===== src/sv/rsa_pkg.sv =====
// rsa_pkg: shared widths, register codes and item types for the rational
// approximation search block
// no dependencies
`timescale 1ns / 1ps

package rsa_pkg;

    // field widths
    localparam int INT_W       = 32;
    localparam int FRAC_W      = 32;
    localparam int ERR_W       = 32;
    localparam int LIMIT_W     = 16;
    localparam int DEN_W       = 32;
    localparam int NUM_W       = INT_W + DEN_W;
    localparam int PROD_W      = FRAC_W + DEN_W;
    localparam int CFG_DATA_W  = 32;
    localparam int CFG_IDX_W   = 1;

    // queue between front and back
    localparam int QUEUE_DEPTH = 2;
    localparam int QPTR_W      = $clog2(QUEUE_DEPTH);

    // register reset values
    localparam logic [ERR_W-1:0]   ERR_RESET   = '0;
    localparam logic [LIMIT_W-1:0] LIMIT_RESET = LIMIT_W'(1000);

    // configuration register indexes
    typedef enum logic [CFG_IDX_W-1:0] {
        REG_TOLERANCE  = 1'b0,
        REG_ITER_LIMIT = 1'b1
    } t_cfg_reg;

    // classified item as held in the queue
    typedef struct packed {
        logic [INT_W-1:0]  int_part;
        logic [FRAC_W-1:0] frac;
        logic              zero_frac;
    } t_item;

    // head of the queue as seen by the back part
    typedef struct packed {
        logic  valid;
        t_item item;
    } t_head;

    // a search bound n/d with f*d and e*d kept alongside
    typedef struct packed {
        logic [DEN_W-1:0]  n;
        logic [DEN_W-1:0]  d;
        logic [PROD_W-1:0] fd;
        logic [PROD_W-1:0] ed;
    } t_bound;

    // a mediant, one bit wider so that denominator overflow shows
    typedef struct packed {
        logic [DEN_W:0]    n;
        logic [DEN_W:0]    d;
        logic [PROD_W-1:0] fd;
        logic [PROD_W-1:0] ed;
    } t_mediant;

endpackage


===== src/sv/rsa_front.sv =====
// rsa_front: accepts input items, flags a zero fraction and holds them in
// a two-entry queue for the search engine
// depends on rsa_pkg
`timescale 1ns / 1ps

module rsa_front (
    input  logic                       i_clk,
    input  logic                       i_rst_n,
    input  logic                       i_in_valid,
    output logic                       o_in_stall,
    input  logic [rsa_pkg::INT_W-1:0]  i_value_int,
    input  logic [rsa_pkg::FRAC_W-1:0] i_value_frac,
    input  logic                       i_pop,
    output rsa_pkg::t_head             o_head
);
    import rsa_pkg::*;

    t_item              r_mem [QUEUE_DEPTH];
    logic [QPTR_W-1:0]  r_wr_ptr;
    logic [QPTR_W-1:0]  r_rd_ptr;
    logic [QPTR_W:0]    r_count;
    logic               push;
    logic               pop;
    t_item              new_item;

    // classify the incoming item
    always_comb begin
        new_item.int_part  = i_value_int;
        new_item.frac      = i_value_frac;
        new_item.zero_frac = (i_value_frac == '0);
    end

    assign o_in_stall = (r_count == (QPTR_W+1)'(QUEUE_DEPTH));
    assign push       = i_in_valid && !o_in_stall;
    assign pop        = i_pop && (r_count != '0);

    // queue storage
    always_ff @(posedge i_clk) begin
        if (push) begin
            r_mem[r_wr_ptr] <= new_item;
        end
    end

    // queue pointers and fill level
    always_ff @(posedge i_clk) begin
        if (!i_rst_n) begin
            r_wr_ptr <= '0;
            r_rd_ptr <= '0;
            r_count  <= '0;
        end else begin
            if (push) begin
                r_wr_ptr <= r_wr_ptr + 1'b1;
            end
            if (pop) begin
                r_rd_ptr <= r_rd_ptr + 1'b1;
            end
            if (push && !pop) begin
                r_count <= r_count + 1'b1;
            end else if (pop && !push) begin
                r_count <= r_count - 1'b1;
            end
        end
    end

    assign o_head.valid = (r_count != '0);
    assign o_head.item  = r_mem[r_rd_ptr];

endmodule


===== src/sv/rsa_back.sv =====
// rsa_back: stern-brocot mediant search, one mediant per cycle, then the
// numerator fix-up and the output register
// depends on rsa_pkg
`timescale 1ns / 1ps

module rsa_back (
    input  logic                        i_clk,
    input  logic                        i_rst_n,
    input  rsa_pkg::t_head              i_head,
    output logic                        o_pop,
    input  logic [rsa_pkg::ERR_W-1:0]   i_tolerance,
    input  logic [rsa_pkg::LIMIT_W-1:0] i_iter_limit,
    output logic                        o_out_valid,
    input  logic                        i_out_stall,
    output logic                        o_found,
    output logic [rsa_pkg::NUM_W-1:0]   o_numerator,
    output logic [rsa_pkg::DEN_W-1:0]   o_denominator
);
    import rsa_pkg::*;

    typedef enum logic [2:0] {
        S_IDLE,
        S_SEARCH,
        S_MUL,
        S_ADD,
        S_DONE
    } t_state;

    t_state              r_state;
    logic [INT_W-1:0]    r_int_part;
    logic [LIMIT_W-1:0]  r_steps;
    t_bound              r_lo;
    t_bound              r_hi;
    t_mediant            r_med;
    logic                r_res_found;
    logic [NUM_W-1:0]    r_res_num;
    logic [DEN_W-1:0]    r_res_den;
    logic [DEN_W-1:0]    r_res_n;
    logic                r_out_valid;
    logic                r_found;
    logic [NUM_W-1:0]    r_numerator;
    logic [DEN_W-1:0]    r_denominator;

    logic [PROD_W-1:0]   scaled_n;
    logic [PROD_W-1:0]   diff_ab;
    logic [PROD_W-1:0]   diff_ba;
    logic                above;
    logic                close;
    logic                give_up;
    t_bound              med_bound;
    t_mediant            n_med_lo;
    t_mediant            n_med_hi;
    logic [PROD_W-1:0]   f_ext;
    logic [PROD_W-1:0]   e_ext;
    logic [NUM_W-1:0]    prod;
    logic                out_free;

    // exact compare of n/d against f: |n*2^F - f*d| <= e*d
    always_comb begin
        scaled_n = {r_med.n[DEN_W-1:0], {FRAC_W{1'b0}}};
        above    = (scaled_n < r_med.fd);
        diff_ab  = scaled_n - r_med.fd;
        diff_ba  = r_med.fd - scaled_n;
        close    = above ? (diff_ba <= r_med.ed) : (diff_ab <= r_med.ed);
        give_up  = (r_steps == i_iter_limit) || r_med.d[DEN_W];
    end

    // both candidate next mediants, picked by the compare
    always_comb begin
        med_bound.n  = r_med.n[DEN_W-1:0];
        med_bound.d  = r_med.d[DEN_W-1:0];
        med_bound.fd = r_med.fd;
        med_bound.ed = r_med.ed;

        n_med_lo.n  = {1'b0, med_bound.n} + {1'b0, r_hi.n};
        n_med_lo.d  = {1'b0, med_bound.d} + {1'b0, r_hi.d};
        n_med_lo.fd = med_bound.fd + r_hi.fd;
        n_med_lo.ed = med_bound.ed + r_hi.ed;

        n_med_hi.n  = {1'b0, r_lo.n} + {1'b0, med_bound.n};
        n_med_hi.d  = {1'b0, r_lo.d} + {1'b0, med_bound.d};
        n_med_hi.fd = r_lo.fd + med_bound.fd;
        n_med_hi.ed = r_lo.ed + med_bound.ed;
    end

    assign f_ext    = PROD_W'(i_head.item.frac);
    assign e_ext    = PROD_W'(i_tolerance);
    assign prod     = NUM_W'(r_int_part) * NUM_W'(r_res_den);
    assign out_free = !r_out_valid || !i_out_stall;
    assign o_pop    = (r_state == S_IDLE) && i_head.valid;

    // search sequencer and output register
    always_ff @(posedge i_clk) begin
        if (!i_rst_n) begin
            r_state     <= S_IDLE;
            r_out_valid <= 1'b0;
            r_steps     <= '0;
        end else begin
            // output handshake: load a new result or drop an accepted one
            if (r_state == S_DONE && out_free) begin
                r_out_valid <= 1'b1;
            end else if (r_out_valid && !i_out_stall) begin
                r_out_valid <= 1'b0;
            end
            case (r_state)
                S_IDLE: begin
                    if (i_head.valid) begin
                        r_int_part <= i_head.item.int_part;
                        r_steps    <= '0;
                        r_lo.n     <= '0;
                        r_lo.d     <= DEN_W'(1);
                        r_lo.fd    <= f_ext;
                        r_lo.ed    <= e_ext;
                        r_hi.n     <= DEN_W'(1);
                        r_hi.d     <= DEN_W'(1);
                        r_hi.fd    <= f_ext;
                        r_hi.ed    <= e_ext;
                        r_med.n    <= (DEN_W+1)'(1);
                        r_med.d    <= (DEN_W+1)'(2);
                        r_med.fd   <= f_ext << 1;
                        r_med.ed   <= e_ext << 1;
                        if (i_head.item.zero_frac) begin
                            // integer value: answer is value/1
                            r_res_found <= 1'b1;
                            r_res_num   <= NUM_W'(i_head.item.int_part);
                            r_res_den   <= DEN_W'(1);
                            r_state     <= S_DONE;
                        end else begin
                            r_state <= S_SEARCH;
                        end
                    end
                end
                S_SEARCH: begin
                    if (give_up) begin
                        r_res_found <= 1'b0;
                        r_res_num   <= '0;
                        r_res_den   <= '0;
                        r_state     <= S_DONE;
                    end else if (close) begin
                        r_res_den <= med_bound.d;
                        r_res_n   <= med_bound.n;
                        r_state   <= S_MUL;
                    end else begin
                        r_steps <= r_steps + 1'b1;
                        if (above) begin
                            r_lo  <= med_bound;
                            r_med <= n_med_lo;
                        end else begin
                            r_hi  <= med_bound;
                            r_med <= n_med_hi;
                        end
                    end
                end
                S_MUL: begin
                    r_res_num <= prod;
                    r_state   <= S_ADD;
                end
                S_ADD: begin
                    r_res_num   <= r_res_num + NUM_W'(r_res_n);
                    r_res_found <= 1'b1;
                    r_state     <= S_DONE;
                end
                S_DONE: begin
                    if (out_free) begin
                        r_found       <= r_res_found;
                        r_numerator   <= r_res_num;
                        r_denominator <= r_res_den;
                        r_state       <= S_IDLE;
                    end
                end
                default: begin
                    r_state <= S_IDLE;
                end
            endcase
        end
    end

    assign o_out_valid   = r_out_valid;
    assign o_found       = r_found;
    assign o_numerator   = r_numerator;
    assign o_denominator = r_denominator;

endmodule


===== src/sv/rational_approximation_search.sv =====
// rational_approximation_search: top level with configuration registers,
// the input queue front and the mediant search back
// depends on rsa_pkg, rsa_front, rsa_back
// an integer value goes from idle straight to the output register; a value
// found after k mediants then takes a multiply and an add; a value not found
// ends when the limit L is spent (or earlier on denominator overflow)
// the search engine takes one mediant per cycle and one item at a time, and
// a two-entry queue takes items while the engine is busy
// synchronous active-low reset: queue empty, no result, tolerance 0,
// iteration_limit 1000
`timescale 1ns / 1ps

module rational_approximation_search (
    input  logic                           i_clk,
    input  logic                           i_rst_n,
    input  logic                           i_cfg_valid,
    output logic                           o_cfg_ready,
    input  logic [rsa_pkg::CFG_IDX_W-1:0]  i_cfg_index,
    input  logic [rsa_pkg::CFG_DATA_W-1:0] i_cfg_data,
    input  logic                           i_in_valid,
    output logic                           o_in_stall,
    input  logic [rsa_pkg::INT_W-1:0]      i_value_int,
    input  logic [rsa_pkg::FRAC_W-1:0]     i_value_frac,
    output logic                           o_out_valid,
    input  logic                           i_out_stall,
    output logic                           o_found,
    output logic [rsa_pkg::NUM_W-1:0]      o_numerator,
    output logic [rsa_pkg::DEN_W-1:0]      o_denominator
);
    import rsa_pkg::*;

    logic [ERR_W-1:0]   r_tolerance;
    logic [LIMIT_W-1:0] r_iter_limit;
    t_head              head;
    logic               pop;

    assign o_cfg_ready = 1'b1;

    // configuration registers
    always_ff @(posedge i_clk) begin
        if (!i_rst_n) begin
            r_tolerance  <= ERR_RESET;
            r_iter_limit <= LIMIT_RESET;
        end else if (i_cfg_valid && o_cfg_ready) begin
            case (t_cfg_reg'(i_cfg_index))
                REG_TOLERANCE:  r_tolerance  <= i_cfg_data[ERR_W-1:0];
                REG_ITER_LIMIT: r_iter_limit <= i_cfg_data[LIMIT_W-1:0];
                default: begin
                end
            endcase
        end
    end

    // input queue
    rsa_front u_front (
        .i_clk        (i_clk),
        .i_rst_n      (i_rst_n),
        .i_in_valid   (i_in_valid),
        .o_in_stall   (o_in_stall),
        .i_value_int  (i_value_int),
        .i_value_frac (i_value_frac),
        .i_pop        (pop),
        .o_head       (head)
    );

    // search engine
    rsa_back u_back (
        .i_clk         (i_clk),
        .i_rst_n       (i_rst_n),
        .i_head        (head),
        .o_pop         (pop),
        .i_tolerance   (r_tolerance),
        .i_iter_limit  (r_iter_limit),
        .o_out_valid   (o_out_valid),
        .i_out_stall   (i_out_stall),
        .o_found       (o_found),
        .o_numerator   (o_numerator),
        .o_denominator (o_denominator)
    );

endmodule


===== config.mk =====
export PLATFORM = sky130hd
export DESIGN_NAME = rational_approximation_search
export DESIGN_NICKNAME = d
export VERILOG_FILES = /design/src/sv/rsa_pkg.sv /design/src/sv/rsa_front.sv /design/src/sv/rsa_back.sv /design/src/sv/rational_approximation_search.sv
export SDC_FILE = /design/constraint.sdc
export NUM_CORES = 2
export LEC_CHECK = 0
export BUFFER_PORTS_ARGS = -buffer_cell sky130_fd_sc_hd__buf_2
export CAP_MARGIN = 20
export CORE_MARGIN = 10
export CORE_UTILIZATION = 50
export CTS_BUF_LIST = sky130_fd_sc_hd__clkbuf_2
export DETAILED_ROUTE_END_ITERATION = 8
export HOLD_SLACK_MARGIN = 0.06
export PLACE_DENSITY_LB_ADDON = 0.08
export SYNTH_ARGS = -nofsm -noshare
export SYNTH_HDL_FRONTEND = slang
export SYNTH_SLANG_ARGS = --single-unit

===== constraint.sdc =====
create_clock -name i_clk -period 26.1 [get_ports i_clk]
set_clock_uncertainty 0.05 [all_clocks]
set_input_delay 1.305 -clock i_clk [delete_from_list [all_inputs] [get_ports i_clk]]
set_output_delay 1.305 -clock i_clk [all_outputs]
set_load 0.02 [all_outputs]

Word level (Yosys, flattened, before mapping)
Memories as Yosys holds them, arrays and structs flattened. A register that Yosys moved wholly into a read port is not among the register bits.
Index checks and enable logic that the tools add are counted.
{"block": "word_totals", "reg_bits": 907, "out_inout_bits": 100, "n_memories": 1, "in_bits": 102, "mem_bits_rw": 130, "latchBits": 0, "mem_bits_ro": 0}
{"name": "u_front.r_mem", "words": 2, "width": 65, "read_ports": 1, "rd_ports_with_merged_regs": 1, "write_ports": 1, "line_no": "rsa_front.sv:18", "text": "t_item r_mem [QUEUE_DEPTH];"}
{"block": "op_classes", "n_mul": 1, "reduce_logical": 35, "bitwise_logic": 2, "shifts": 0, "n_eq_ne": 15, "div_mod_pow": 0, "addsub": 16, "mux": 47, "magnitude_cmp": 3}
{"cell": "$mux W192", "count": 8}
{"cell": "$mux W193", "count": 4}
{"cell": "$pmux W192 S2", "count": 2}
{"cell": "$pmux W193 S2", "count": 1}
{"cell": "$add A64 B64 Y64", "count": 4}
{"cell": "$pmux W64 S4", "count": 1}
{"cell": "$mux W64", "count": 3}
{"cell": "$le A64 B64 Y1", "count": 2}
{"cell": "$mux W32", "count": 4}
{"cell": "$sub A64 B64 Y64", "count": 2}
{"cell": "$add A32 B32 Y33", "count": 2}
{"cell": "$add A32 B32 Y32", "count": 2}
{"cell": "$add A64 B32 Y64", "count": 1}
{"cell": "$lt A64 B64 Y1", "count": 1}
{"cell": "$mul A32 B32 Y64", "count": 1}
{"cell": "$pmux W32 S2", "count": 1}
{"cell": "$mux W16", "count": 3}
{"cell": "$logic_not A32 Y1", "count": 1}
{"cell": "$pmux W16 S2", "count": 1}
{"cell": "$reduce_and A5 Y1", "count": 4}
{"cell": "$add A16 B1 Y16 const B", "count": 1}
{"cell": "$eq A16 B16 Y1", "count": 1}
{"cell": "$mux W3", "count": 5}
{"cell": "$pmux W3 S5", "count": 1}
{"cell": "other kinds (25)", "count": 63}

Longest topological paths before layout
{"block": "depth", "ltp_word": 7, "ltp_mapped": 29, "mapped_depth_nobuf": 27}

Cells and area by module
From an unflattened synthesis, not the netlist that was laid out.
{"block": "unflattened", "hier_cells": 8595, "area_unflattened_um2": 90235.3}
{"mod": "rsa_back", "seq_area_each_um2": 25474.4, "area_each_um2": 83307.4, "instances": 1, "cells_each": 8156}
{"mod": "rsa_front", "seq_area_each_um2": 4003.8, "area_each_um2": 5007.3, "instances": 1, "cells_each": 238}
{"mod": "rational_approximation_search", "seq_area_each_um2": 960.9, "area_each_um2": 1920.6, "instances": 1, "cells_each": 201}

Least setup slack after synthesis
Ideal clock, no wire load.
{"block": "synth_path", "path_type": "reg-to-reg", "from": "register u_back.r_med, in the netlist u_back.med_bound[77]", "to": "register u_back.r_hi[0] in the netlist's numbering, enable pin", "path_stages_with_launch": 24, "path_buffers": 1, "setup_slack_ns": 12.401, "synth_period_minus_slack_ns": 13.699, "setup_ns": 0.747, "arrival_ns": 12.903, "cell_sequence": "edfxtp_1 -> or4_4 -> or4_1 -> buf_2 -> o41a_1 -> a221o_1 -> a211o_1 -> o21bai_1 -> a21oi_1 -> o21a_1 -> o31ai_1 -> a21oi_1 -> xnor2_1 -> ha_1 -> a21o_1 -> a21o_1 -> a21oi_1 -> o21ai_0 -> a2111oi_0 -> o22ai_1 -> a211o_1 -> and3_1 -> a21oi_1 -> nor2_1"}
{"block": "synth_via", "elab_chain_len": 5, "word_cells_on_any_way": 9, "cone_classes": "add/sub (2); order compare (3); eq/ne (2); mux (1); reduce/logical (1)"}
{"element": "from (decl)", "line_no": "rsa_back.sv:34", "text": "t_mediant r_med;"}
{"element": "from (signal assigned)", "line_no": "rsa_back.sv:147", "text": "r_med <= n_med_lo;"}
{"element": "from (signal assigned)", "line_no": "rsa_back.sv:150", "text": "r_med <= n_med_hi;"}
{"element": "$sub A64 B64 Y64, on equally long branches", "line_no": "rsa_back.sv:62, rsa_back.sv:63"}
{"element": "$le A64 B64 Y1", "line_no": "rsa_back.sv:64", "text": "close = above ? (diff_ba <= r_med.ed) : (diff_ab <= r_med.ed);"}
{"element": "$mux W1", "line_no": "rsa_back.sv:64"}
{"element": "$ne A2 B2 Y1 (no line)"}
{"element": "$reduce_and A6 Y1 (no line) (*)"}
{"element": "to (signal assigned)", "line_no": "rsa_back.sv:149", "text": "r_hi <= med_bound;"}
{"element": "to (decl)", "line_no": "rsa_back.sv:33", "text": "t_bound r_hi;"}
Every way passes the cells marked *; elsewhere a longest branch is shown, timed or not.
A chain may end at the register's enable or synchronous reset.

Worst setup path in the final report
{"block": "layout_path", "from": "register u_back.r_med, in the netlist u_back.med_bound[64]", "to": "register u_back.r_med, in the netlist u_back.med_bound[172], enable pin"}
{"block": "layout_via", "elab_chain_len": 5, "word_cells_on_any_way": 8, "cone_classes": "add/sub (2); order compare (3); eq/ne (1); mux (1); reduce/logical (1)"}
{"element": "$sub A64 B64 Y64, on equally long branches", "line_no": "rsa_back.sv:62, rsa_back.sv:63"}
{"element": "$le A64 B64 Y1", "line_no": "rsa_back.sv:64"}
{"element": "$mux W1 (*)", "line_no": "rsa_back.sv:64"}
{"element": "$ne A2 B2 Y1 (no line) (*)"}
{"element": "$reduce_and A5 Y1 (no line) (*)"}
Marks and branches as above.

==> results.md <==
* CTS clk-pin slew, worst paths at 100 ps
* Final antenna-violating net count at 0
* Die Ht at 445 um
* FFs w/ async S/R, synth at 0%
* Final hold violations at 0
* RSZ-0062 raised after global routing: false
* Top-count cell post-synth: inv_1
* Htree depth at 5
* IO buf count at 200
* Die X at 445 um
* Total GRT Usage at 26.8%
* Top-area cell type share of the netlist area at 32.1%
* Seq/Total Area, Yosys at 33.7%
* Minimum clock period after layout at 10020 ps
* Gpl congestion at 0.946
* Via density at 5.65
* 1st-iter DRT viols at 3884
* Routed wire length at 267 mm
* Worst setup EP type: register
* CORE AREA at 0.179 mm^2
* CTS tree: done
* Synth Net Count at 10400
* DRT Pass-1 Iters at 6
* # Max-Cap Violations at 0
* Data arrival time of the worst path at 11230 ps
* Final setup violation count at 0
* Mean post-synth cell area at 10.4 um^2
* Worst hold slack at 294 ps
* Area growth syn-to-layout at 8.89%
* Vias in the first global route at 69900
* Status: finished clean
* Avg WL per Cell at 22.9 um
* Post-CTS Setup Inserts at 0
* Drt drc at 0
* Synth Register Bits at 1038
* Post-synth top area cell: edfxtp_1
* Final #Nets at 10800
* FMAX at 99.8 MHz
* Hold Path Class: in -> reg
* Cell Area, Synth at 0.0902 mm^2
* Largest net degree at the start of global routing at 170
* Distinct cells, synth at 85
* Rows at 155
* CTS Buf Count at 305
* Period utilization at 38.4%
* Global route overflow at 0
* Synth top area cells: edfxtp_1, fa_1, ha_1, and2_1, inv_1
* CP Class: reg -> reg
* Clk_lat worst skew at 1790 ps
* Worst-Margin Slew at 1260 ps
* Clk root buf: clkbuf_2
* First-pass GRT wire length at 412 mm
* Die area at 0.198 mm^2
* Element type at the critical path start: register
* Starting Density at 50.4%
* CTS max path bufs at 4
* Ys Warns at 0
* I/O pin total at 202
* Most instantiated cells after synthesis: inv_1, edfxtp_1, fa_1
* Final core occ at 54.9%
* DR vias at 66000
* Cells after Synth at 8678
* Layout cells sized above 1 at 11.4%
* Slew HR at 16.3%
* Req. time, crit path at 27310 ps
* # fillers at 16100
* Setup TNS Final at 0 ps
* Crit-path max FO at 56
* Hpwl dp at 195 mm
* EDFF count, synth at 965
* Initial antenna violation count at 12
* Max-slew violation count at 0
* Sinks on Clock Net at 1038
* Most used DFF post-synth: edfxtp_1
logic make-up (layout without fill, tap and decap cells):
logic type	after synthesis	in the layout	share of synthesized area [%]
AO/OA/AOI/OAI	1469	1469	10.4
XOR/XNOR	388	388	3.77
adder cells (fa/ha/maj)	1578	1578	29.4
buffers and inverters	1463	2078	6.11
flip-flops	1038	1038	33.7
multiplexers	239	239	2.96
other	1	20	0.00416
AND/OR/NAND/NOR	2502	2502	13.6
area by class of cell:
class                   count  area [um^2]  share of cell area, %
inverters                1064         4000                   4.07
diodes                     19         47.5                 0.0484
clock buffers             440         2200                   2.24
well taps                2355         2950                   3.00
multi-input cells        6177        54400                   55.3
flip-flops and latches   1038        30400                   31.0
repair buffers            519         3930                   4.00
clock inverters            55          303                  0.308
flip-flops by register name, summed over array words and instances, names as in the netlist, 2 cells and up, named ones only:
signal	count
u_back.o_numerator	64
u_back.r_lo	192
u_back.r_res_num	64
r_iter_limit	16
u_back.med_bound	192
u_back.r_state	3
u_back.o_denominator	32
u_back.r_hi	192
u_back.r_res_den	32
u_back.r_res_n	32
u_front.r_count	2
u_front.r_mem	130
r_tolerance	32
u_back.r_steps	16
u_back.r_int_part	32
routing by layer:
metal  routed length, um  up-vias  part of all wire [%]  GRT usage (%)
met5                   0        -                     0              0
met4               12900        0                   4.8           12.6
met3               12300      480                   4.6           3.70
met2              132000     1825                    50           46.4
met1              109000    33400                    41           33.2
li1                    -    30300                     -              -
per-stage QoR:
stage | cell area (um^2) | setup WS [ps] | instances
finish | 98200 | 16080 | 11700
global route | 98200 | 15510 | 11700
CTS | 98200 | 16090 | 11600
detailed placement | 93700 | 16200 | 11000
global placement | 93700 | 16260 | 11000
floorplan | 90200 | 12400 | 8678
cell usage in the layout (no fill, tap or decap), types with 34 or more instances in the layout:
cell type / synthesis / layout
ha_1: 676 / 676
nand3_1: 107 / 107
xor2_1: 157 / 157
nand2_1: 826 / 825
edfxtp_1: 965 / 965
a21o_1: 232 / 232
and2_1: 643 / 642
xnor2_1: 231 / 231
fa_1: 902 / 902
a21oi_1: 451 / 451
nand4_1: 83 / 83
dlygate4sd3_1: 0 / 202
mux2_2: 221 / 221
buf_4: 2 / 114
buf_2: 12 / 200
nor3_1: 66 / 65
o21a_1: 71 / 71
and3_1: 89 / 87
a211oi_1: 65 / 65
o21ai_0: 259 / 259
nor2_1: 470 / 460
dfxtp_1: 73 / 71
a31oi_1: 45 / 45
o22ai_1: 36 / 36
o21bai_1: 60 / 60
nor2b_1: 73 / 72
inv_1: 1062 / 1062
clkinv_1: 2 / 34
nand2b_1: 43 / 42
clkbuf_2: 0 / 440
worst max-delay path, cell delays in order (launching register included):
cell and delay (ps):
edfxtp_1 460, inv_1 130, ha_1 200, nor3b_1 530, nand4_1 620, nor4_1 700
nor4_1 140, buf_4 190, o21bai_1 270, a21oi_1 170, o21ai_0 290, a31oi_1 210
o21ai_0 520, a21oi_1 160, xnor2_1 180, ha_1 320, nand2_1 80, nor4_1 480
nand3_1 280, nor2_1 250, a211o_1 250, and3_1 250, nor2_1 70, o21ai_0 390
and2_4 620, buf_4 760, buf_4 790
timing repair:
item,in CTS,in global routing
hold buffers,202,0
hold endpoints to repair,232,0
resized for setup,0,0
final timing paths:
kind / start / end / slack, ps / cells after the start
max reg2reg: u_back.med_bound[64]$_SDFFCE_PN0P_ / u_back.med_bound[172]$_SDFFCE_PN0P_ / 16080 / 26
max: u_back.med_bound[64]$_SDFFCE_PN0P_ / u_back.med_bound[172]$_SDFFCE_PN0P_ / 16080 / 26
min reg2reg: u_back.r_res_found$_DFFE_PP_ / u_back.o_found$_DFFE_PP_ / 400 / 0
min: i_value_frac[2] / u_front.r_mem[0][3]$_DFFE_PP_ / 290 / 2
Power is left out: the tool's default activity adds up to more than one toggle a clock period on the data nets, which glitch-free logic cannot reach.
